$ cat src/hw/rtl/dtc_pkg.sv
// Shared types and constants of the dual timer/counter register block.
package dtc_pkg;

  localparam int unsigned CountWidth    = 28;
  localparam int unsigned PrescaleWidth = 16;
  localparam int unsigned DividerLsb    = 16;

  localparam logic [1:0] ActRead  = 2'd0;
  localparam logic [1:0] ActWrite = 2'd1;
  localparam logic [1:0] ActTick  = 2'd2;

  localparam logic [2:0] RegData0   = 3'd0;
  localparam logic [2:0] RegData1   = 3'd1;
  localparam logic [2:0] RegCount0  = 3'd2;
  localparam logic [2:0] RegCount1  = 3'd3;
  localparam logic [2:0] RegCtrl    = 3'd4;
  localparam logic [2:0] RegIrq     = 3'd5;
  localparam logic [2:0] RegDivider = 3'd6;

  localparam int unsigned CtrlEn0Bit   = 31;
  localparam int unsigned CtrlMode0Bit = 30;
  localparam int unsigned CtrlEn1Bit   = 29;
  localparam int unsigned CtrlMode1Bit = 28;

  localparam int unsigned IrqEn0Bit   = 31;
  localparam int unsigned IrqEn1Bit   = 30;
  localparam int unsigned IrqPend0Bit = 29;
  localparam int unsigned IrqPend1Bit = 28;

  typedef struct packed {
    logic [1:0]  action;
    logic [2:0]  reg_index;
    logic [31:0] write_data;
  } dtc_req_t;

  typedef struct packed {
    logic [31:0] read_data;
    logic        irq_line;
  } dtc_rsp_t;

endpackage

$ cat src/hw/rtl/dual_timer_counter_registers_unit.sv
// Dual timer/counter with shared prescaler behind seven word registers.
//
//  Channel   Direction  Handshake               Payload
//  request   in         in_valid_i / in_stall_o  in_req_i  (dtc_req_t)
//  response  out        out_valid_o / out_stall_i out_rsp_o (dtc_rsp_t)
//
// Each request passes from the input register through the register and timer
// update logic into the response register, which drives out_rsp_o.
// One request is accepted every cycle while the response side does not stall.
// A stall on the response side holds both stages and stalls the request side.
// Reset clears all timer, control and prescaler state to zero.
module dual_timer_counter_registers_unit
  import dtc_pkg::*;
#(
  parameter int unsigned COUNT_WIDTH    = CountWidth,
  parameter int unsigned PRESCALE_WIDTH = PrescaleWidth
) (
  input  logic     clk_i,
  input  logic     rst_ni,
  input  logic     in_valid_i,
  output logic     in_stall_o,
  input  dtc_req_t in_req_i,
  output logic     out_valid_o,
  input  logic     out_stall_i,
  output dtc_rsp_t out_rsp_o
);

  localparam int unsigned CountShift = 32 - COUNT_WIDTH;

  logic                      in_valid_q;
  dtc_req_t                  req_q;
  logic                      out_valid_q;
  dtc_rsp_t                  rsp_q, rsp_d;
  logic                      advance, fire;

  logic [COUNT_WIDTH-1:0]    reload_q [2];
  logic [COUNT_WIDTH-1:0]    reload_d [2];
  logic [COUNT_WIDTH-1:0]    count_q  [2];
  logic [COUNT_WIDTH-1:0]    count_d  [2];
  logic [1:0]                enable_q, enable_d;
  logic [1:0]                mode_q, mode_d;
  logic [1:0]                irq_en_q, irq_en_d;
  logic [1:0]                pending_q, pending_d;
  logic [PRESCALE_WIDTH-1:0] factor_q, factor_d;
  logic [PRESCALE_WIDTH-1:0] pre_cnt_q, pre_cnt_d;
  logic [PRESCALE_WIDTH:0]   pre_next;
  logic [COUNT_WIDTH-1:0]    cnt_next [2];
  logic [1:0]                new_en, rising;

  assign advance     = !out_valid_q || !out_stall_i;
  assign fire        = in_valid_q && advance;
  assign in_stall_o  = in_valid_q && !advance;
  assign out_valid_o = out_valid_q;
  assign out_rsp_o   = rsp_q;

  assign pre_next = {1'b0, pre_cnt_q} + {{PRESCALE_WIDTH{1'b0}}, 1'b1};
  assign cnt_next[0] = count_q[0] + {{(COUNT_WIDTH-1){1'b0}}, 1'b1};
  assign cnt_next[1] = count_q[1] + {{(COUNT_WIDTH-1){1'b0}}, 1'b1};
  assign new_en = {req_q.write_data[CtrlEn1Bit], req_q.write_data[CtrlEn0Bit]};
  assign rising = new_en & ~enable_q;

  always_comb begin
    reload_d  = reload_q;
    count_d   = count_q;
    enable_d  = enable_q;
    mode_d    = mode_q;
    irq_en_d  = irq_en_q;
    pending_d = pending_q;
    factor_d  = factor_q;
    pre_cnt_d = pre_cnt_q;
    rsp_d.read_data = '0;

    if (fire) begin
      unique case (req_q.action)
        ActRead: begin
          unique case (req_q.reg_index)
            RegData0:   rsp_d.read_data = 32'(reload_q[0]) << CountShift;
            RegData1:   rsp_d.read_data = 32'(reload_q[1]) << CountShift;
            RegCount0:  rsp_d.read_data = 32'(count_q[0]) << CountShift;
            RegCount1:  rsp_d.read_data = 32'(count_q[1]) << CountShift;
            RegCtrl: begin
              rsp_d.read_data[CtrlEn0Bit]   = enable_q[0];
              rsp_d.read_data[CtrlMode0Bit] = mode_q[0];
              rsp_d.read_data[CtrlEn1Bit]   = enable_q[1];
              rsp_d.read_data[CtrlMode1Bit] = mode_q[1];
            end
            RegIrq: begin
              rsp_d.read_data[IrqEn0Bit]   = irq_en_q[0];
              rsp_d.read_data[IrqEn1Bit]   = irq_en_q[1];
              rsp_d.read_data[IrqPend0Bit] = pending_q[0];
              rsp_d.read_data[IrqPend1Bit] = pending_q[1];
            end
            RegDivider: rsp_d.read_data = 32'(factor_q) << DividerLsb;
            default:    rsp_d.read_data = '0;
          endcase
        end
        ActWrite: begin
          unique case (req_q.reg_index)
            RegData0: reload_d[0] = COUNT_WIDTH'(req_q.write_data >> CountShift);
            RegData1: reload_d[1] = COUNT_WIDTH'(req_q.write_data >> CountShift);
            RegCtrl: begin
              if (rising[0]) count_d[0] = '0;
              if (rising[1]) count_d[1] = '0;
              enable_d = new_en;
              mode_d   = {req_q.write_data[CtrlMode1Bit], req_q.write_data[CtrlMode0Bit]};
            end
            RegIrq: begin
              irq_en_d  = {req_q.write_data[IrqEn1Bit], req_q.write_data[IrqEn0Bit]};
              pending_d = pending_q &
                          ~{req_q.write_data[IrqPend1Bit], req_q.write_data[IrqPend0Bit]};
            end
            RegDivider: factor_d = req_q.write_data[DividerLsb +: PRESCALE_WIDTH];
            default: ;
          endcase
        end
        ActTick: begin
          if (pre_next >= {1'b0, factor_q}) begin
            pre_cnt_d = '0;
            for (int t = 0; t < 2; t++) begin
              if (enable_q[t]) begin
                if (cnt_next[t] == reload_q[t]) begin
                  pending_d[t] = 1'b1;
                  if (mode_q[t]) begin
                    count_d[t] = '0;
                  end else begin
                    count_d[t]  = cnt_next[t];
                    enable_d[t] = 1'b0;
                  end
                end else begin
                  count_d[t] = cnt_next[t];
                end
              end
            end
          end else begin
            pre_cnt_d = pre_next[PRESCALE_WIDTH-1:0];
          end
        end
        default: ;
      endcase
    end

    rsp_d.irq_line = |(pending_d & irq_en_d);
  end

  always_ff @(posedge clk_i or negedge rst_ni) begin
    if (!rst_ni) begin
      in_valid_q  <= 1'b0;
      out_valid_q <= 1'b0;
      reload_q[0] <= '0;
      reload_q[1] <= '0;
      count_q[0]  <= '0;
      count_q[1]  <= '0;
      enable_q    <= '0;
      mode_q      <= '0;
      irq_en_q    <= '0;
      pending_q   <= '0;
      factor_q    <= '0;
      pre_cnt_q   <= '0;
    end else begin
      if (!in_stall_o) begin
        in_valid_q <= in_valid_i;
      end
      if (advance) begin
        out_valid_q <= in_valid_q;
      end
      reload_q  <= reload_d;
      count_q   <= count_d;
      enable_q  <= enable_d;
      mode_q    <= mode_d;
      irq_en_q  <= irq_en_d;
      pending_q <= pending_d;
      factor_q  <= factor_d;
      pre_cnt_q <= pre_cnt_d;
    end
  end

  always_ff @(posedge clk_i) begin
    if (in_valid_i && !in_stall_o) begin
      req_q <= in_req_i;
    end
    if (fire) begin
      rsp_q <= rsp_d;
    end
  end

endmodule

$ cat config.mk
export PLATFORM = sky130hd
export DESIGN_NAME = dual_timer_counter_registers_unit
export DESIGN_NICKNAME = d
export VERILOG_FILES = /design/src/hw/rtl/dtc_pkg.sv /design/src/hw/rtl/dual_timer_counter_registers_unit.sv
export SDC_FILE = /design/constraint.sdc
export NUM_CORES = 1
export LEC_CHECK = 0
export ABC_AREA = 1
export BUFFER_PORTS_ARGS = -buffer_cell sky130_fd_sc_hd__buf_2
export CORE_ASPECT_RATIO = 1.2
export CORE_MARGIN = 8
export CORE_UTILIZATION = 45
export DETAILED_ROUTE_END_ITERATION = 8
export PLACE_DENSITY_LB_ADDON = 0.2
export SYNTH_ARGS = -nofsm -noshare
export SYNTH_HDL_FRONTEND = slang
export SYNTH_SLANG_ARGS = --single-unit
$ cat constraint.sdc
create_clock -name clk_i -period 8.8 [get_ports clk_i]
set_input_delay 1.76 -clock clk_i [delete_from_list [all_inputs] [get_ports clk_i]]
set_output_delay 1.76 -clock clk_i [all_outputs]
set_load 0.01 [all_outputs]
==> results_dict.tcl <==
set metrics [dict create \
    outcome "completed" \
    gp_congestion 0.9243 \
    cts_resized 0 \
    ys_seq_area_frac 0.4495 \
    grt_max_degree 79 \
    synth_xor_area_frac 0.02470 \
    p_sw_frac 0.3775 \
    r2r_cells 20 \
    finalSetupTns_ns 0 \
    insertion_delay_ns 0.53 \
    power_switching_mw 1.415 \
    synth_cell_type_count 49 \
    peakVddDrop_uv 147.1 \
    utilization 0.5110 \
    pwr-share-seq 0.407 \
    fillCellCount 2707 \
    path_class "in -> reg" \
    reg2reg_to "count_q[10]" \
    synth_compound_area_frac 0.1384 \
    core-area_sq_um 27830 \
    intPower_mw 2.334 \
    die_h_um 200.1 \
    drive_above_1_share 0.1176 \
    finalWirelength_um 39600 \
    crit_required_ns 9.24 \
    seq_area_sq_um 5715 \
    synth_ff_type "dfrtp_1" \
    clock_path_buffers 3 \
    synthMuxAreaShare 0.004330 \
    grt_pass1_vias 10827 \
    mostFrequentLayoutCells "455 x nand2_1, 214 x inv_1, 154 x dfrtp_1, 130 x nand3_1, 117 x nor2_1" \
    pwr-share-comb 0.304 \
    yosys.area_share.adder 0.02165 \
    rows 67 \
    viasPerCell 5.444 \
    ys_warn_count 0 \
    postSynth.asyncResetShare 0.7130 \
    cp.arrival_ns 5.05 \
    hp-class "reg -> reg" \
    grt_usage 0.2315 \
    detail-route-antenna-nets 0 \
    period_needed_ns 4.607 \
    setup_viol_count_final 0 \
    startpoint "out_stall_i" \
    r2r_slack_ns 4.27 \
    finalCritPeriodShare 0.5236 \
    post_dp_cell_area_sq_um 13370 \
    fin_skew_ns 0.01062 \
    final_area_sq_um 14220 \
    antenna_found_initial 0 \
    ys_ff_latch 216 \
    drcViolationCount 0 \
    diodes 0 \
    hold_viol 0 \
    dp_hpwl_um 29050 \
    die_w_um 169.4 \
    endpoint "count_q[10]" \
    first_pass_iters 5 \
    cts_made_buffers 24 \
    final_common_cell "nand2_1" \
    synth-simple-area-share 0.2736 \
    reg2reg_from "pre_cnt_q[0]" \
    holdBufCountCts 0 \
    p_total_mw 3.749 \
    synth_top_family_by_area "simple AND/OR/NAND/NOR gates" \
    cp_max_fo 32 \
    multi_input_area_sq_um 5938 \
    syn_to_final_growth_pct 11.85 \
    maxCapViolations 0 \
    drt_iter0_drc 1010 \
    fin_nets 1737 \
    crit_path_end_kind "register" \
    worst_slew_pin_slew_ns 1.121 \
    clock_sinks 216 \
    syn_area_sq_um 12710 \
    overflow 0 \
    slew_headroom 0.2518 \
    clk_pin_slew_ns 0.06 \
    max_freq_ghz 0.2170 \
    total_leakage_power_nw 6.281 \
    pwr_density_cell_nw_per_um2 263.6 \
    p_clk_frac 0.289 \
    final-max-slew-violation-count 0 \
    pin_count 76 \
    finalNonFillerCells 2071 \
    die_area_sq_um 33910 \
    avgSynthCellArea_sq_um 7.858 \
    rsz0062_at_grt "no" \
    post-cts-setup-buffer-count 0 \
    critPathLaunchType "primary input" \
    syn_inst 1618 \
    tritoncts "done" \
    dp_cells 2027 \
    h-tree-depth 1 \
    numPortBuffers 67 \
    via_count 11274 \
    grt_pass1_wl_um 61420 \
    wl_per_cell_um 19.12 \
    root_buffer "clkbuf_16" \
    initial_core_util 0.4568 \
    synth-edff-count 62 \
]
[cell usage after synthesis, types with 7 or more instances]
| library cell | count | area, sq um |
|---|---|---|
| a31oi_1 | 20 | 125.1 |
| o21ai_1 | 7 | 35.03 |
| edfxtp_1 | 62 | 1862 |
| nand2_1 | 455 | 1708 |
| xor2_1 | 21 | 183.9 |
| dfrtp_1 | 154 | 3854 |
| nor2_4 | 11 | 123.9 |
| a221oi_1 | 27 | 236.5 |
| buf_4 | 7 | 52.55 |
| nand4_1 | 24 | 150.1 |
| a21oi_1 | 51 | 255.2 |
| nor2_1 | 121 | 454.2 |
| nor3_1 | 8 | 40.04 |
| nand3_1 | 130 | 650.6 |
| buf_2 | 9 | 45.04 |
| o22ai_2 | 20 | 250.2 |
| nand2_2 | 11 | 68.82 |
| nor2_2 | 14 | 87.58 |
| o21ai_0 | 101 | 505.5 |
| clkbuf_1 | 28 | 105.1 |
| and2_1 | 7 | 43.79 |
| inv_1 | 215 | 807.0 |
| o22ai_1 | 46 | 287.8 |
| ha_1 | 22 | 275.3 |
[registers in the layout, indices dropped and copies added (netlist names)]
signal       cells
in_valid_q       1
pending_q        2
out_rsp_o       29
out_valid_o      1
factor_q        16
pre_cnt_q       16
reload_q        56
mode_q           2
new_en           2
enable_q         2
irq_en_q         2
req_q           31
count_q         56
[worst max-delay path, stage by stage]
cell	delay, ns
buf_2	0.10
nand2_1	0.08
inv_1	0.07
nor2_4	0.06
buf_4	0.42
inv_1	0.13
nor2_2	0.61
inv_2	0.15
o22ai_1	0.22
o21ai_2	0.13
nor2_4	0.47
buf_4	0.50
nand3_1	0.16
o22ai_2	0.14
[power groups by stage]
stage / clock (mW) / sequential [mW] / combinational [mW]
final: 1.08 / 1.53 / 1.14
after global routing: 1.13 / 1.55 / 1.29
after CTS: 1.10 / 1.52 / 1.13
after detailed placement: 0 / 1.54 / 1.13
after global placement: 0 / 1.53 / 1.11
after floorplan: 0 / 1.44 / 0.853
[layer usage]
metal	share of wire	wire length, um	global-route usage	vias to the layer above
met3	0.059	2332	0.03010	97
met5	0	0	0	-
met1	0.42	16780	0.2969	5313
li1	-	-	-	5493
met4	0.056	2199	0.1288	0
met2	0.46	18290	0.3721	371
[how the worst min path moves through the flow]
stage | start | to | slack [ns] | cells after the start
finish | req_q[4] | reload_q[28] | 0.49 | 2
global route | in_valid_q | out_valid_o | 0.54 | 2
CTS | req_q[4] | reload_q[28] | 0.49 | 2
detailed placement | req_q[4] | reload_q[28] | 0.48 | 2
global placement | req_q[4] | reload_q[28] | 0.47 | 2
floorplan | in_valid_q | out_valid_o | 0.43 | 2
[cells by family after synthesis]
family                     Yosys count
AOI/OAI and AO/OA                  280
DFF                                216
adders and majority gates           22
buffers and inverters              270
and+or+nand+nor                    796
xor gates and xnor gates            28
muxes                                5
other                                1
[cell type report]
type                            count  share of cell area
Multi-Input combinational cell   1135              0.4176
Sequential cell                   216              0.4019
Inverter                          220             0.05807
Clock buffer                       28             0.04619
Tap cell                          379             0.03335
Timing Repair Buffer               77             0.02930
Clock inverter                     16             0.01364
[through the flow]
stage | hold slack (ns) | worst slack [ns]
after floorplan | 0.4340 | 4.104
after global placement | 0.4682 | 3.631
after detailed placement | 0.4783 | 3.596
after CTS | 0.4909 | 4.137
after global routing | 0.5369 | 3.837
final | 0.4889 | 4.193
(Power assumes the default switching activity.)
